$ cat src/design/osuf_pkg.sv
// Package for the overstrike/underline filter: field widths, character codes,
// payload structs and the command/status structs between controller and datapath.
// No dependencies.
`timescale 1ns / 1ps
`default_nettype none

package osuf_pkg;

	// Defaults and fixed widths
	localparam int LINE_LEN_DEF = 32;
	localparam int CNT_W        = 6;
	localparam int BYTE_W       = 8;
	localparam int MODE_W       = 2;

	// Character codes
	localparam logic [BYTE_W-1:0] CH_UNDER = 8'h5F;
	localparam logic [BYTE_W-1:0] CH_BS    = 8'h08;
	localparam logic [BYTE_W-1:0] CH_DASH  = 8'h2D;
	localparam logic [BYTE_W-1:0] CH_NL    = 8'h0A;
	localparam logic [BYTE_W-1:0] CH_SPACE = 8'h20;
	localparam logic [BYTE_W-1:0] CH_NONE  = 8'h00;

	// Underline modes; any other code means no underlining
	localparam logic [MODE_W-1:0] MODE_DASH = 2'd0;
	localparam logic [MODE_W-1:0] MODE_PASS = 2'd1;

	typedef struct packed {
		logic [BYTE_W-1:0] in_byte;
		logic              end_of_input;
	} in_item_t;

	typedef struct packed {
		logic [BYTE_W-1:0] out_byte;
		logic              last;
		logic              overflow;
	} out_item_t;

	// Source of the byte loaded into the output register
	typedef enum logic [2:0] {
		SEL_EMIT,
		SEL_NL,
		SEL_MARK,
		SEL_UNDER,
		SEL_BS
	} out_sel_t;

	typedef struct packed {
		logic     accept;
		logic     load;
		out_sel_t sel;
		logic     last;
		logic     rd_start;
		logic     rd_adv;
		logic     line_done;
	} dp_cmd_t;

	typedef struct packed {
		logic             slot_free;
		logic             in_eoi;
		logic             in_nl;
		logic             in_bs;
		logic             held_nz;
		logic             held_under;
		logic             mode_pass;
		logic             trim_zero;
		logic             row_end;
		logic [CNT_W-1:0] mark_count;
		logic [CNT_W-1:0] trim_len;
	} dp_stat_t;

endpackage

`default_nettype wire

$ cat src/design/osuf_ram.sv
// Generic single-write, single-read RAM with registered read data.
// No dependencies.
`timescale 1ns / 1ps
`default_nettype none

module osuf_ram #(
	parameter int WIDTH = 1,
	parameter int DEPTH = 32,
	localparam int AW = (DEPTH > 1) ? $clog2(DEPTH) : 1
) (
	input  wire logic             clk,
	input  wire logic             we,
	input  wire logic [AW-1:0]    waddr,
	input  wire logic [WIDTH-1:0] wdata,
	input  wire logic [AW-1:0]    raddr,
	output logic      [WIDTH-1:0] rdata
);

	logic [WIDTH-1:0] mem_q [DEPTH];

	// Write port and registered read port
	always_ff @(posedge clk) begin
		if (we) begin
			mem_q[waddr] <= wdata;
		end
		rdata <= mem_q[raddr];
	end

endmodule

`default_nettype wire

$ cat src/design/osuf_dp.sv
// Datapath of the overstrike/underline filter: held character, mark row RAM,
// mark counters, row read pointer and the output register.
// Depends on osuf_pkg and osuf_ram.
`timescale 1ns / 1ps
`default_nettype none

module osuf_dp #(
	parameter int LINE_LEN = osuf_pkg::LINE_LEN_DEF
) (
	input  wire logic                         clk,
	input  wire logic                         arst_n,
	input  wire logic                         cfg_wr_en,
	input  wire logic [osuf_pkg::MODE_W-1:0]  cfg_wr_data,
	input  wire osuf_pkg::in_item_t           item,
	input  wire osuf_pkg::dp_cmd_t            cmd,
	output osuf_pkg::dp_stat_t                stat,
	output logic                              res_valid,
	input  wire logic                         res_stall,
	output osuf_pkg::out_item_t               res
);

	localparam int AW = (LINE_LEN > 1) ? $clog2(LINE_LEN) : 1;
	localparam logic [osuf_pkg::CNT_W-1:0] LEN_C = osuf_pkg::CNT_W'(LINE_LEN);

	logic [osuf_pkg::MODE_W-1:0] mode_q;
	logic [osuf_pkg::BYTE_W-1:0] held_q;
	logic [osuf_pkg::BYTE_W-1:0] emit_q;
	logic                        dash_q;
	logic [osuf_pkg::CNT_W-1:0]  count_q;
	logic [osuf_pkg::CNT_W-1:0]  trim_q;
	logic [osuf_pkg::CNT_W-1:0]  rd_idx_q;
	logic [osuf_pkg::CNT_W-1:0]  rd_idx_d;
	logic                        out_valid_q;
	osuf_pkg::out_item_t         out_q;
	osuf_pkg::out_item_t         out_d;
	logic                        mode_dash;
	logic                        row_full;
	logic                        mark_we;
	logic                        mark_rdata;

	assign mode_dash = (mode_q == osuf_pkg::MODE_DASH);
	assign row_full  = (count_q >= LEN_C);
	assign mark_we   = cmd.load && (cmd.sel == osuf_pkg::SEL_EMIT) && mode_dash && !row_full;

	// Row read pointer; the RAM reads the next index so data lines up with rd_idx_q
	always_comb begin
		rd_idx_d = rd_idx_q;
		if (cmd.rd_start) begin
			rd_idx_d = '0;
		end else if (cmd.rd_adv) begin
			rd_idx_d = rd_idx_q + osuf_pkg::CNT_W'(1);
		end
	end

	osuf_ram #(
		.WIDTH(1),
		.DEPTH(LINE_LEN)
	) u_row (
		.clk  (clk),
		.we   (mark_we),
		.waddr(count_q[AW-1:0]),
		.wdata(dash_q),
		.raddr(rd_idx_d[AW-1:0]),
		.rdata(mark_rdata)
	);

	// Result selection
	always_comb begin
		out_d.last     = cmd.last;
		out_d.overflow = 1'b0;
		case (cmd.sel)
			osuf_pkg::SEL_EMIT: begin
				out_d.out_byte = emit_q;
				out_d.overflow = mode_dash && row_full;
			end
			osuf_pkg::SEL_NL:    out_d.out_byte = osuf_pkg::CH_NL;
			osuf_pkg::SEL_MARK:  out_d.out_byte = mark_rdata ? osuf_pkg::CH_DASH
			                                                 : osuf_pkg::CH_SPACE;
			osuf_pkg::SEL_UNDER: out_d.out_byte = osuf_pkg::CH_UNDER;
			osuf_pkg::SEL_BS:    out_d.out_byte = osuf_pkg::CH_BS;
			default:             out_d.out_byte = osuf_pkg::CH_NL;
		endcase
	end

	// Status to controller
	always_comb begin
		stat.slot_free  = !out_valid_q || !res_stall;
		stat.in_eoi     = item.end_of_input;
		stat.in_nl      = (item.in_byte == osuf_pkg::CH_NL);
		stat.in_bs      = (item.in_byte == osuf_pkg::CH_BS);
		stat.held_nz    = (held_q != osuf_pkg::CH_NONE);
		stat.held_under = (held_q == osuf_pkg::CH_UNDER);
		stat.mode_pass  = (mode_q == osuf_pkg::MODE_PASS);
		stat.trim_zero  = (trim_q == '0);
		stat.row_end    = ((rd_idx_q + osuf_pkg::CNT_W'(1)) == trim_q);
		stat.mark_count = count_q;
		stat.trim_len   = trim_q;
	end

	// Control state: mode, held char, marks, counters, output valid
	always_ff @(posedge clk or negedge arst_n) begin
		if (!arst_n) begin
			mode_q      <= osuf_pkg::MODE_DASH;
			held_q      <= osuf_pkg::CH_NONE;
			dash_q      <= 1'b0;
			count_q     <= '0;
			trim_q      <= '0;
			rd_idx_q    <= '0;
			out_valid_q <= 1'b0;
		end else begin
			if (cfg_wr_en) begin
				mode_q <= cfg_wr_data;
			end
			rd_idx_q <= rd_idx_d;

			// Item accept: update held char, arm dash on underscore-backspace in dash mode
			if (cmd.accept) begin
				if (item.end_of_input || stat.in_nl || stat.in_bs) begin
					held_q <= osuf_pkg::CH_NONE;
				end else begin
					held_q <= item.in_byte;
				end
				if (!item.end_of_input && stat.in_bs && stat.held_under && mode_dash) begin
					dash_q <= 1'b1;
				end
			end

			// Character emit appends a mark in dash mode unless the row is full
			if (cmd.load && (cmd.sel == osuf_pkg::SEL_EMIT) && mode_dash) begin
				if (!row_full) begin
					count_q <= count_q + osuf_pkg::CNT_W'(1);
					if (dash_q) begin
						trim_q <= count_q + osuf_pkg::CNT_W'(1);
					end
				end
				dash_q <= 1'b0;
			end

			// End of line empties the row
			if (cmd.line_done) begin
				count_q <= '0;
				trim_q  <= '0;
				dash_q  <= 1'b0;
			end

			// Output register valid
			if (cmd.load) begin
				out_valid_q <= 1'b1;
			end else if (!res_stall) begin
				out_valid_q <= 1'b0;
			end
		end
	end

	// Payload registers
	always_ff @(posedge clk) begin
		if (cmd.accept) begin
			emit_q <= held_q;
		end
		if (cmd.load) begin
			out_q <= out_d;
		end
	end

	assign res_valid = out_valid_q;
	assign res       = out_q;

endmodule

`default_nettype wire

$ cat src/design/osuf_ctrl.sv
// Controller of the overstrike/underline filter: sequences the results of
// one input transaction. Depends on osuf_pkg.
`timescale 1ns / 1ps
`default_nettype none

module osuf_ctrl (
	input  wire logic               clk,
	input  wire logic               arst_n,
	input  wire logic               item_valid,
	output logic                    item_stall,
	input  wire osuf_pkg::dp_stat_t stat,
	output osuf_pkg::dp_cmd_t       cmd
);

	typedef enum logic [2:0] {
		S_IDLE,
		S_EMIT,
		S_NL1,
		S_ROW,
		S_NL2,
		S_UNDER,
		S_BS
	} state_t;

	state_t state_q;
	state_t state_d;
	logic   then_end_q;
	logic   then_end_d;

	// Next state and datapath commands
	always_comb begin
		state_d    = state_q;
		then_end_d = then_end_q;
		cmd        = '0;
		cmd.sel    = osuf_pkg::SEL_NL;
		item_stall = (state_q != S_IDLE);
		case (state_q)
			S_IDLE: begin
				if (item_valid) begin
					cmd.accept = 1'b1;
					if (stat.in_eoi) begin
						then_end_d = 1'b1;
						state_d    = stat.held_nz ? S_EMIT : S_IDLE;
					end else if (stat.in_nl) begin
						then_end_d = 1'b1;
						state_d    = stat.held_nz ? S_EMIT : S_NL1;
					end else if (stat.in_bs) begin
						state_d = (stat.held_under && stat.mode_pass) ? S_UNDER : S_IDLE;
					end else begin
						then_end_d = 1'b0;
						state_d    = stat.held_nz ? S_EMIT : S_IDLE;
					end
				end
			end
			S_EMIT: begin
				cmd.sel = osuf_pkg::SEL_EMIT;
				if (stat.slot_free) begin
					cmd.load = 1'b1;
					cmd.last = !then_end_q;
					state_d  = then_end_q ? S_NL1 : S_IDLE;
				end
			end
			S_NL1: begin
				cmd.sel = osuf_pkg::SEL_NL;
				if (stat.slot_free) begin
					cmd.load      = 1'b1;
					cmd.last      = stat.trim_zero;
					cmd.rd_start  = 1'b1;
					cmd.line_done = stat.trim_zero;
					state_d       = stat.trim_zero ? S_IDLE : S_ROW;
				end
			end
			S_ROW: begin
				cmd.sel = osuf_pkg::SEL_MARK;
				if (stat.slot_free) begin
					cmd.load   = 1'b1;
					cmd.rd_adv = !stat.row_end;
					state_d    = stat.row_end ? S_NL2 : S_ROW;
				end
			end
			S_NL2: begin
				cmd.sel = osuf_pkg::SEL_NL;
				if (stat.slot_free) begin
					cmd.load      = 1'b1;
					cmd.last      = 1'b1;
					cmd.line_done = 1'b1;
					state_d       = S_IDLE;
				end
			end
			S_UNDER: begin
				cmd.sel = osuf_pkg::SEL_UNDER;
				if (stat.slot_free) begin
					cmd.load = 1'b1;
					state_d  = S_BS;
				end
			end
			S_BS: begin
				cmd.sel = osuf_pkg::SEL_BS;
				if (stat.slot_free) begin
					cmd.load = 1'b1;
					cmd.last = 1'b1;
					state_d  = S_IDLE;
				end
			end
			default: begin
				state_d = S_IDLE;
			end
		endcase
	end

	// State register
	always_ff @(posedge clk or negedge arst_n) begin
		if (!arst_n) begin
			state_q    <= S_IDLE;
			then_end_q <= 1'b0;
		end else begin
			state_q    <= state_d;
			then_end_q <= then_end_d;
		end
	end

endmodule

`default_nettype wire

$ cat src/design/overstrike_underline_filter_core.sv
// Top level of the overstrike/underline filter: controller, datapath, checks.
// Depends on osuf_pkg, osuf_ctrl, osuf_dp (and osuf_ram through it).
//
// Usage:
//  Input channel item_valid / item_stall / item carries one text byte or an
//  end-of-input mark per transaction. Output channel res_valid / res_stall /
//  res carries one result byte per transaction; last marks the final result
//  of an input transaction, overflow marks a char whose mark did not fit in the row.
//  cfg_wr_en / cfg_wr_data write the underline mode; write only while idle.
//  Sequence: an item is taken while idle, then its results are loaded in
//  order. A plain byte gives the held char, if any; a backspace gives none,
//  or "_" and BS if it passes them on. A newline gives the held char if any
//  and a newline, plus R marks and a newline when R marks remain after
//  trimming (R <= LINE_LEN); an end item is the same when a char is held,
//  else none. One result loads per cycle unless a stall holds the register.
//  Reset (arst_n low) clears the held char, mark count and mode (dash mode);
//  the mark row RAM is not cleared, entries past the count are never read.
//  When the receiver stalls, the result holds in the output register and the
//  controller waits; item_stall stays high until an item's results are loaded.
`timescale 1ns / 1ps
`default_nettype none

module overstrike_underline_filter_core #(
	parameter int LINE_LEN = osuf_pkg::LINE_LEN_DEF
) (
	input  wire logic                        clk,
	input  wire logic                        arst_n,
	input  wire logic                        cfg_wr_en,
	input  wire logic [osuf_pkg::MODE_W-1:0] cfg_wr_data,
	input  wire logic                        item_valid,
	output logic                             item_stall,
	input  wire osuf_pkg::in_item_t          item,
	output logic                             res_valid,
	input  wire logic                        res_stall,
	output osuf_pkg::out_item_t              res
);

	osuf_pkg::dp_cmd_t  cmd;
	osuf_pkg::dp_stat_t stat;

	osuf_ctrl u_ctrl (
		.clk       (clk),
		.arst_n    (arst_n),
		.item_valid(item_valid),
		.item_stall(item_stall),
		.stat      (stat),
		.cmd       (cmd)
	);

	osuf_dp #(
		.LINE_LEN(LINE_LEN)
	) u_dp (
		.clk        (clk),
		.arst_n     (arst_n),
		.cfg_wr_en  (cfg_wr_en),
		.cfg_wr_data(cfg_wr_data),
		.item       (item),
		.cmd        (cmd),
		.stat       (stat),
		.res_valid  (res_valid),
		.res_stall  (res_stall),
		.res        (res)
	);

	// Mark count never exceeds the row length
	assert property (@(posedge clk) disable iff (!arst_n)
		stat.mark_count <= osuf_pkg::CNT_W'(LINE_LEN))
	else $error("mark count beyond row length");

	// Trimmed length never exceeds the mark count
	assert property (@(posedge clk) disable iff (!arst_n)
		stat.trim_len <= stat.mark_count)
	else $error("trimmed row longer than mark count");

	// A result is only loaded when the output register can take it
	assert property (@(posedge clk) disable iff (!arst_n)
		cmd.load |-> stat.slot_free)
	else $error("output register overwritten while stalled");

	// No input transaction is taken while results are being loaded
	assert property (@(posedge clk) disable iff (!arst_n)
		cmd.load |-> !cmd.accept)
	else $error("item accepted during result sequence");

endmodule

`default_nettype wire
$ cat config.mk
export PLATFORM = sky130hd
export DESIGN_NAME = overstrike_underline_filter_core
export DESIGN_NICKNAME = d
export VERILOG_FILES = /design/src/design/osuf_pkg.sv /design/src/design/osuf_ram.sv /design/src/design/osuf_dp.sv /design/src/design/osuf_ctrl.sv /design/src/design/overstrike_underline_filter_core.sv
export SDC_FILE = /design/constraint.sdc
export NUM_CORES = 1
export LEC_CHECK = 0
export ABC_AREA = 1
export BUFFER_PORTS_ARGS = -buffer_cell sky130_fd_sc_hd__buf_2
export CAP_MARGIN = 25
export CORE_MARGIN = 4
export CORE_UTILIZATION = 37
export DETAILED_ROUTE_END_ITERATION = 10
export PLACE_DENSITY = 0.6
export SKIP_LAST_GASP = 1
export SYNTH_ARGS = -nofsm -noshare
export SYNTH_HDL_FRONTEND = slang
export SYNTH_SLANG_ARGS = --single-unit
$ cat constraint.sdc
create_clock -name clk -period 3.1 [get_ports clk]
set_clock_uncertainty 0.1 [all_clocks]
set_input_delay 0.155 -clock clk [delete_from_list [all_inputs] [get_ports clk]]
set_output_delay 0.155 -clock clk [all_outputs]
set_load 0.03 [all_outputs]
Word level (Yosys, flattened, before mapping)
Memory sizes are Yosys's and may differ from the RTL's. A register that Yosys moved wholly into a read port is not among the register bits.
Cells that the tools add are included.
- register bits: 52
- bits in writable memories: 32
- input bits: 16
- output and inout bits: 12
- word-level logic and storage cells: 127
- memories: 1
- $add $sub $neg: 2
- magnitude comparators: 1
- eq/ne operators: 23
- multiplexer cells: 51
- reductions and logical operators: 35
- memory list (name ; words ; bits a word ; read ports ; clocked after Yosys merged registers in ; wr ports ; line ; text):
    u_dp.u_row.mem_q ; 32 ; 1 ; 1 ; 1 ; 1 ; osuf_ram.sv:19 ; logic [WIDTH-1:0] mem_q [DEPTH];
- operators by type and width (cell ; count):
    6-bit two-way mux ; 9
    3-bit two-way mux ; 11
    8-bit one-hot mux with 4 select lines ; 1
    1-bit two-way mux ; 20
    4-bit one-hot mux with 5 select lines ; 1
    3-bit one-hot mux with 6 select lines ; 1
    8-bit by 4-bit == test with 1-bit output (second input constant) ; 2
    6-bit by 1-bit adder with 6-bit output (second input constant) ; 2
    3-bit by 2-bit == test with 1-bit output (second input constant) ; 4
    3-bit == test (second input constant) ; 4
    2-bit != test (second input constant) ; 6
    3-bit nonzero test ; 3
    8-bit by 7-bit == test with 1-bit output (second input constant) ; 1
    1-bit logical AND ; 8
    2-bit two-way mux ; 4
    8-bit two-way mux ; 1
    8-bit nonzero test ; 1
    6-bit == test ; 1
    6-bit greater-or-equal comparator (second input constant) ; 1
    1-bit logical NOT ; 6
    3-bit logical NOT ; 2
    6-bit logical NOT ; 1
    3-bit AND reduction ; 2
    6-bit AND reduction ; 1
    12 further kinds ; 19

Depth between registers and ports, before layout
Gate-level depths: netlist of run 1.
- depth after elaboration: 10
- depth in mapped cells: 20
- depth with buffers taken out: 20

Cells and area by module
Synthesis of run 1 repeated with hierarchy kept, for this count alone.
- cell total of the unflattened synthesis: 502
- area total of the unflattened synthesis: 4311.6 µm²
- modules (own cells, without submodules) (module ; times used ; cells an instance ; area an instance (µm²) ; sequential area each (µm²)):
    osuf_dp ; 1 ; 273 ; 2337.2 ; 1291.2
    osuf_ram ; 1 ; 160 ; 1555.2 ; 980.9
    osuf_ctrl ; 1 ; 69 ; 419.2 ; 100.1

Worst setup path after synthesis of run 1
Ideal clock, no wire load.
- kind: flip-flop to flip-flop
- from: register u_dp.rd_idx_q[0] (netlist name)
- to: register u_dp.u_row.rdata (read register of u_dp.u_row.mem_q)
- library setup time: 0.112 ns
- arrival: 2.011 ns
- setup slack: 0.877 ns
- stages on the path, launching flop included: 21
- buffers on the path: 1
- path through: dfrtp_1 ha_1 inv_1 nand2_1 nand2_1 nand2_1 nand2_1 nand2_1 nor2_2 nand3_4 nand2_4 nand2_4 nand3_4 buf_6 nand2_1 nand3_1 nand3_1 nand3_1 nand2_1 nand2_1 nand2_1
- word-level cells in the longest chain between the ends: 7
- RTL lines (item ; line ; text):
    start: declaration ; osuf_dp.sv:31 ; logic [osuf_pkg::CNT_W-1:0] rd_idx_q;
    start signal: assignment ; osuf_dp.sv:114 ; rd_idx_q <= rd_idx_d;
    6-bit by 1-bit adder with 6-bit output ; osuf_dp.sv:51, osuf_dp.sv:95 ;
    6-bit == test ; osuf_dp.sv:95 ; stat.row_end = ((rd_idx_q + osuf_pkg::CNT_W'(1)) == trim_q);
    1-bit logical NOT ; osuf_ctrl.sv:77 ; cmd.rd_adv = !stat.row_end;
    1-bit two-way mux ; osuf_ctrl.sv:75 ; if (stat.slot_free) begin
    1-bit two-way mux ; osuf_ctrl.sv:37 ; case (state_q)
    6-bit two-way mux (*) ; osuf_dp.sv:50 ; end else if (cmd.rd_adv) begin
    6-bit two-way mux (*) ; osuf_dp.sv:48 ; if (cmd.rd_start) begin
    end: declaration ; osuf_ram.sv:16 ; output logic [WIDTH-1:0] rdata
Every way passes the cells marked *; elsewhere a longest branch is shown, timed or not. The select of a mux whose other input is x is not followed.
A chain may end at the register's enable or synchronous reset.

Worst setup path after layout of run 1
Same ends and word-level chain as after synthesis.

==> results of run 1 <==
-- stage by stage --
| step | instances | util, % | worst slack (ns) |
|---|---|---|---|
| finish | 684 | 44.2 | 0.449 |
| global route | 684 | 44.2 | 0.196 |
| CTS | 684 | 44.2 | 0.471 |
| detailed placement | 654 | 40.4 | 0.497 |
| global placement | 654 | 40.4 | 0.608 |
| floorplan | 488 | - | 0.877 |
-- final timing paths --
kind	cells past startpoint	slack, ns	from	to
max reg2reg	18	0.45	u_dp.rd_idx_q[0]	u_dp.u_row.rdata
max	18	0.45	u_dp.rd_idx_q[0]	u_dp.u_row.rdata
min in group asynchronous	2	0.35	arst_n	u_dp.res_valid
min reg2reg	0	0.39	u_dp.held_q[7]	u_dp.emit_q[7]
min	3	0.04	res_stall	u_dp.res_valid
max in group asynchronous	2	2.03	arst_n	u_dp.mode_q[1]
-- kinds of logic after synthesis --
kind of cell             share of synthesized area (%)
AO/OA/AOI/OAI                                     6.99
multiplexers                                     0.493
adder cells (fa/ha/maj)                           1.45
AND/OR/NAND/NOR                                   27.6
flip-flops                                        55.0
buffers and inverters                             8.52
-- synth_stat cells (4+ instances only) --
| master | number | share of area [%] |
|---|---|---|
| nand3_1 | 59 | 6.8 |
| ha_1 | 5 | 1.4 |
| nor2_1 | 57 | 5.0 |
| edfxtp_1 | 50 | 35 |
| nand4_1 | 21 | 3.0 |
| nand2_1 | 88 | 7.7 |
| a21oi_1 | 6 | 0.70 |
| nor3_1 | 7 | 0.81 |
| nor2_2 | 6 | 0.87 |
| inv_1 | 83 | 7.2 |
| dfrtp_1 | 34 | 20 |
| o21ai_0 | 23 | 2.7 |
| nor4_1 | 4 | 0.58 |
-- power by group through the flow --
stage	registers, mW	logic, mW	clock network [mW]
4_1_cts	1.73	1.85	1.11
3_5_place_dp	1.75	1.82	0
6_report	1.73	1.86	1.09
3_3_place_gp	1.74	1.79	0
5_1_grt	1.77	2.11	1.16
2_1_floorplan	1.82	1.31	0
-- routing by layer --
layer | vias to the layer above | share of wire [%] | global-route usage [%]
li1 | 1736 | - | -
met1 | 1620 | 50 | 22.9
met2 | 81 | 45 | 22.1
met3 | 10 | 4.1 | 3.03
met4 | 0 | 1.5 | 4.95
met5 | - | 0 | 0
-- state kept, by name, indices dropped and copies added (netlist names) --
signal and flops:
u_dp.res 10, u_dp.emit_q 8, u_dp.rd_idx_q 6, u_ctrl.then_end_q 1, u_dp.dash_q 1, u_dp.held_q 8, u_dp.res_valid 1, u_dp.u_row.mem_q 32
u_dp.count_q 6, u_ctrl.state_q 3, u_dp.trim_q 6, u_dp.mode_q 2, u_dp.u_row.rdata 1
-- layout by cell type (no fill, tap or decap), drive strengths merged, types with 4 or more instances in the layout --
| cell type | instances |
|---|---|
| nand4 | 21 |
| edfxtp | 50 |
| nor2 | 63 |
| inv | 86 |
| ha | 5 |
| a21oi | 6 |
| dfrtp | 34 |
| nor4 | 4 |
| dlygate4sd3 | 14 |
| nand3 | 64 |
| nand2 | 90 |
| buf | 29 |
| clkbuf | 13 |
| nor3 | 9 |
| o21ai | 26 |
-- cell type report --
class                   instances  area [µm²]  share of cell area [%]
clock buffers                  13         262                    5.18
clock inverters                 3        42.5                   0.842
inverters                      88         330                    6.54
multi-input cells             309        1580                    31.2
flip-flops and latches         85        2370                    47.0
well taps                     143         179                    3.54
repair buffers                 43         290                    5.75
-- worst reg2reg max path, stage by stage, from the launching register on --
cell and delay, ns:
dfrtp_1 0.47, ha_1 0.28, inv_1 0.06, nand2_1 0.08, nand2_1 0.07, nand2_1 0.06, nand2_1 0.04, nand2_1 0.06
nor2_2 0.05, nand3_4 0.12, nand3_2 0.31, nand3_4 0.33, nand2_1 0.11, nand3_1 0.08, nand3_1 0.07, nand3_1 0.09
nand2_1 0.06, nand2_1 0.05, nand2_1 0.06
-- repair_timing --
action | CTS | global route
hold buffers | 14 | 0
hold endpoints to repair | 44 | 0
gates resized for setup | 0 | 0
buffers inserted | 0 | 0
==> impl_metrics.toml, run 1 <==
[worst_setup_path]
crit_top_cell = "nand2_1"
cp_top_family = "simple AND/OR/NAND/NOR gates"
slowest_delay_ns = 0.47
crit_chain = "ha_1, inv_1, nand2_1, nand2_1, nand2_1, nand2_1, nand2_1, nor2_2, nand3_4, nand3_2, nand3_4, nand2_1, nand3_1, nand3_1, nand3_1, nand2_1, nand2_1, nand2_1"
cp-end-kind = "register"
required_ns = 3.22
path_max_fanout = 17
crit_buf_inv = 1
start_kind = "register"
path_class = "reg2reg"
cp.arrival_ns = 2.78
slowest_stage = "dfrtp_1"

[placement]
dp_hpwl_um = 6800
gp_congestion = 0.824
numPortBuffers = 27
dpl_cell_area_um2 = 4610

[layout]
area_delta_synth_final_pct = 17.0
diodes = 0
drive_gt1_share_pct = 11.5
postLayoutCellArea_um2 = 5050
fillers = 1112
layout.nets = 557

[routing]
drc = 0
vias = 3447
firstDrtPassIters = 5
wl_per_cell_um = 14.0
antenna_left = 0
routed_wl_um = 9600
viasPerCell = 5.04
drt_iter0_drc = 328

[synth]
syn_area_um2 = 4320
ys_async_sr_fraction_pct = 40.0
synth_area_per_cell_um2 = 8.85
synth_fp_nets = 509
netlist_instances = 488
netlist-cell-type-count = 39
synth_seq_cells = 85
ys_seq_area_share_pct = 55.0
synth_edf_count = 50
synth_top_flop_cell = "edfxtp_1"
yosysWarningCount = 0

[clock_tree]
cts_root_buf = "clkbuf_16"
worstSkewPairLatency_ns = 0.33
clkTransAtPathRegs_ns = 0.06
tritoncts = "built"
cts.path.max_buffers = 2
h-tree-depth = 3
cts_sinks = 85
cts_buffers = 9

[sta]
rsz0062_at_grt = "false"
finalCriticalPeriod_ns = 2.65
slew_viol_final = 0
fin_hold_ws_ns = 0.0395
worst_pin_slew_ns = 0.821
fmaxAchievable_mhz = 377
setup_violations = 0
setup_tns_ns = 0
finalCritPeriodShare_pct = 85.5
max_slew_margin_pct = 45.0
hold_viol_final = 0

[pwr]
power_density_nw_per_um2 = 925
leakage_nw = 2.19
p_int_mw = 2.76
comb_power_share_pct = 39.8
pwr-share-seq_pct = 37.0
netSwitchingFraction_pct = 40.8
clock_power_share_pct = 23.2
p_switching_mw = 1.91
vdd_drop_max_mv = 0.435
power.total_mw = 4.67

[die]
initial_utilization_pct = 37.8
io_pins = 28
die_x_um = 116
rows = 39
die_y_um = 116
core_um2 = 11400
fp.dieArea_um2 = 13500

[run_status]
status = "completed"

[grt]
grt_util_all_layers_pct = 15.3
grt_max_degree = 35
grt_pass1_wl_um = 16100
antenna_found_initial = 0
grt_pass1_vias = 3172
grt.overflow.total = 0

[job]
maxCapViolations = 0

[hold_path]
min_path_type = "in2reg"
No activity file was read; power rests on OpenSTA's default activity.
==> run 2, diff against run 1 <==
--- a/config.mk
+++ b/config.mk
@@ -8,10 +8,12 @@
 export ABC_AREA = 1
 export BUFFER_PORTS_ARGS = -buffer_cell sky130_fd_sc_hd__buf_2
 export CAP_MARGIN = 25
+export CELL_PAD_IN_SITES_DETAIL_PLACEMENT = 1
+export CELL_PAD_IN_SITES_GLOBAL_PLACEMENT = 1
 export CORE_MARGIN = 4
 export CORE_UTILIZATION = 37
 export DETAILED_ROUTE_END_ITERATION = 10
-export PLACE_DENSITY = 0.6
+export PLACE_DENSITY = 0.73
 export SKIP_LAST_GASP = 1
 export SYNTH_ARGS = -nofsm -noshare
 export SYNTH_HDL_FRONTEND = slang
==> impl_metrics.toml, run 2 (same netlist as run 1, synthesis figures left out) <==
[run_status]
status = "completed"

[routing]
antenna_left = 0
wl_per_cell_um = 16.3
met2_wirelength_um = 5440
wl_met1_um = 5410
vias = 3525
drc = 0
firstDrtPassIters = 4
top_layer = "met4"
route.met3.wl_um = 241
viasPerCell = 5.15
routed_wl_um = 11200
drt_iter0_drc = 239

[worst_setup_path]
crit_top_cell = "nand2_1"
path_max_fanout = 17
slowest_stage = "dfrtp_1"
worstReg2RegEnd = "u_dp.u_row.rdata"
crit_chain = "ha_1, nand3_1, nand2_1, nand3_1, nand2_1, nor2_2, nand3_4, nand3_2, nand3_4, nand2_1, nand3_1, nand3_1, nand3_1, nand2_1, nand2_1, nand2_1"
crit_buf_inv = 0
slowest_delay_ns = 0.49
ff2ff_setup_slack_ns = 0.38
start_kind = "register"
cp.arrival_ns = 2.86
path_class = "reg2reg"
rr_startpoint = "u_dp.rd_idx_q[0]"
cp_top_family = "simple AND/OR/NAND/NOR gates"
cp-end-kind = "register"
required_ns = 3.24
ff2ff_path_depth = 16

[layout]
layout.nets = 557
drive_gt1_share_pct = 12.0
diodes = 0
final_util_pct = 44.2
largest_register = "u_dp.u_row.mem_q"
multi_input_area_um2 = 1580
postLayoutCellArea_um2 = 5050
seqCellArea_um2 = 2370
final_cell_mix = "88 x nand2_1, 83 x inv_1, 59 x nand3_1, 57 x nor2_1, 50 x edfxtp_1"
area_delta_synth_final_pct = 17.0
final_common_cell = "nand2_1"
largest_register_ffs = 32
fillers = 1349

[hold_path]
min_to = "u_dp.res_valid"
hp-start = "res_stall"
hold_depth = 3
min_path_type = "in2reg"

[clock_tree]
cts_sinks = 85
worstSkewPairLatency_ns = 0.35
cts_root_buf = "clkbuf_16"
clkTransAtPathRegs_ns = 0.06
h-tree-depth = 3
cts.path.max_buffers = 2
cts_buffers = 9
postCtsSetupBuffers = 0
tritoncts = "built"

[die]
die_x_um = 116
core_um2 = 11400
initial_utilization_pct = 37.8
fp.dieArea_um2 = 13500
die_y_um = 116
io_pins = 28
rows = 39

[grt]
grt.overflow.total = 0
grt_pass1_vias = 3723
antenna_found_initial = 0
grt_pass1_wl_um = 19200
grt_util_all_layers_pct = 18.3
grt_max_degree = 35

[sta]
setup_violations = 0
slew_viol_final = 0
postLayoutSetupSlackWorst_ns = 0.377
fin_hold_ws_ns = 0.0518
worst_pin_slew_ns = 0.849
rsz0062_at_grt = "false"
finalCriticalPeriod_ns = 2.72
finalCritPeriodShare_pct = 87.8
fmaxAchievable_mhz = 367
hold_viol_final = 0
setup_tns_ns = 0
max_slew_margin_pct = 43.4

[pwr]
power_density_nw_per_um2 = 939
leakage_nw = 2.19
vdd_drop_max_mv = 0.392

[job]
maxCapViolations = 0

[placement]
dpl_worst_slack_ns = 0.402
gp_congestion = 0.817
numPortBuffers = 27
dp_hpwl_um = 8070
dpl_cell_area_um2 = 4610
==> run 2: worst max path at each step <==
stage | start | end | slack [ns] | cells past startpoint
after floorplan | u_dp.rd_idx_q[0] | u_dp.u_row.rdata | 0.88 | 20
after global placement | u_dp.rd_idx_q[0] | u_dp.u_row.rdata | 0.59 | 19
after detailed placement | u_dp.rd_idx_q[0] | u_dp.u_row.rdata | 0.40 | 17
after CTS | u_dp.rd_idx_q[0] | u_dp.u_row.rdata | 0.36 | 17
after global routing | u_dp.rd_idx_q[0] | u_dp.u_row.rdata | 0.07 | 19
final | u_dp.rd_idx_q[0] | u_dp.u_row.rdata | 0.38 | 16
==> run 2: power breakdown <==
group          switching [mW]  internal, mW  total (mW)
Sequential              0.220          1.51        1.73
Clock                   0.474         0.602        1.08
Combinational            1.35         0.580        1.93
Total                    2.05          2.69        4.74
==> run 2: cell type report <==
class | instances | share of cell area [%]
multi-input cells | 309 | 31.2
flip-flops and latches | 85 | 47.0
repair buffers | 43 | 5.75
clock buffers | 10 | 4.96
well taps | 143 | 3.54
clock inverters | 6 | 0.991
inverters | 88 | 6.54
==> run 2: what timing repair did <==
| action | 4_1_cts | 5_1_grt |
|---|---|---|
| hold endpoints to repair | 44 | 0 |
| gates resized for setup | 0 | 0 |
| hold buffers | 14 | 0 |
==> run 2: per-stage QoR <==
| step | instances | power [mW] |
|---|---|---|
| 2_1_floorplan | 488 | 3.13 |
| 3_3_place_gp | 654 | 3.57 |
| 3_5_place_dp | 654 | 3.64 |
| 4_1_cts | 684 | 4.78 |
| 5_1_grt | 684 | 5.11 |
| 6_report | 684 | 4.74 |
==> run 2: worst register-to-register path, stage by stage (launching register included) <==
cell and delay (ns):
dfrtp_1 0.49, ha_1 0.30, nand3_1 0.13, nand2_1 0.12, nand3_1 0.08, nand2_1 0.09
nor2_2 0.05, nand3_4 0.11, nand3_2 0.31, nand3_4 0.33, nand2_1 0.08, nand3_1 0.09
nand3_1 0.10, nand3_1 0.10, nand2_1 0.05, nand2_1 0.05, nand2_1 0.04
==> run 2: metal layers <==
layer	vias up	global-route usage (%)
li1	1741	-
met1	1747	25.4
met4	0	5.34
met2	33	29.0
met5	-	0
met3	4	4.02
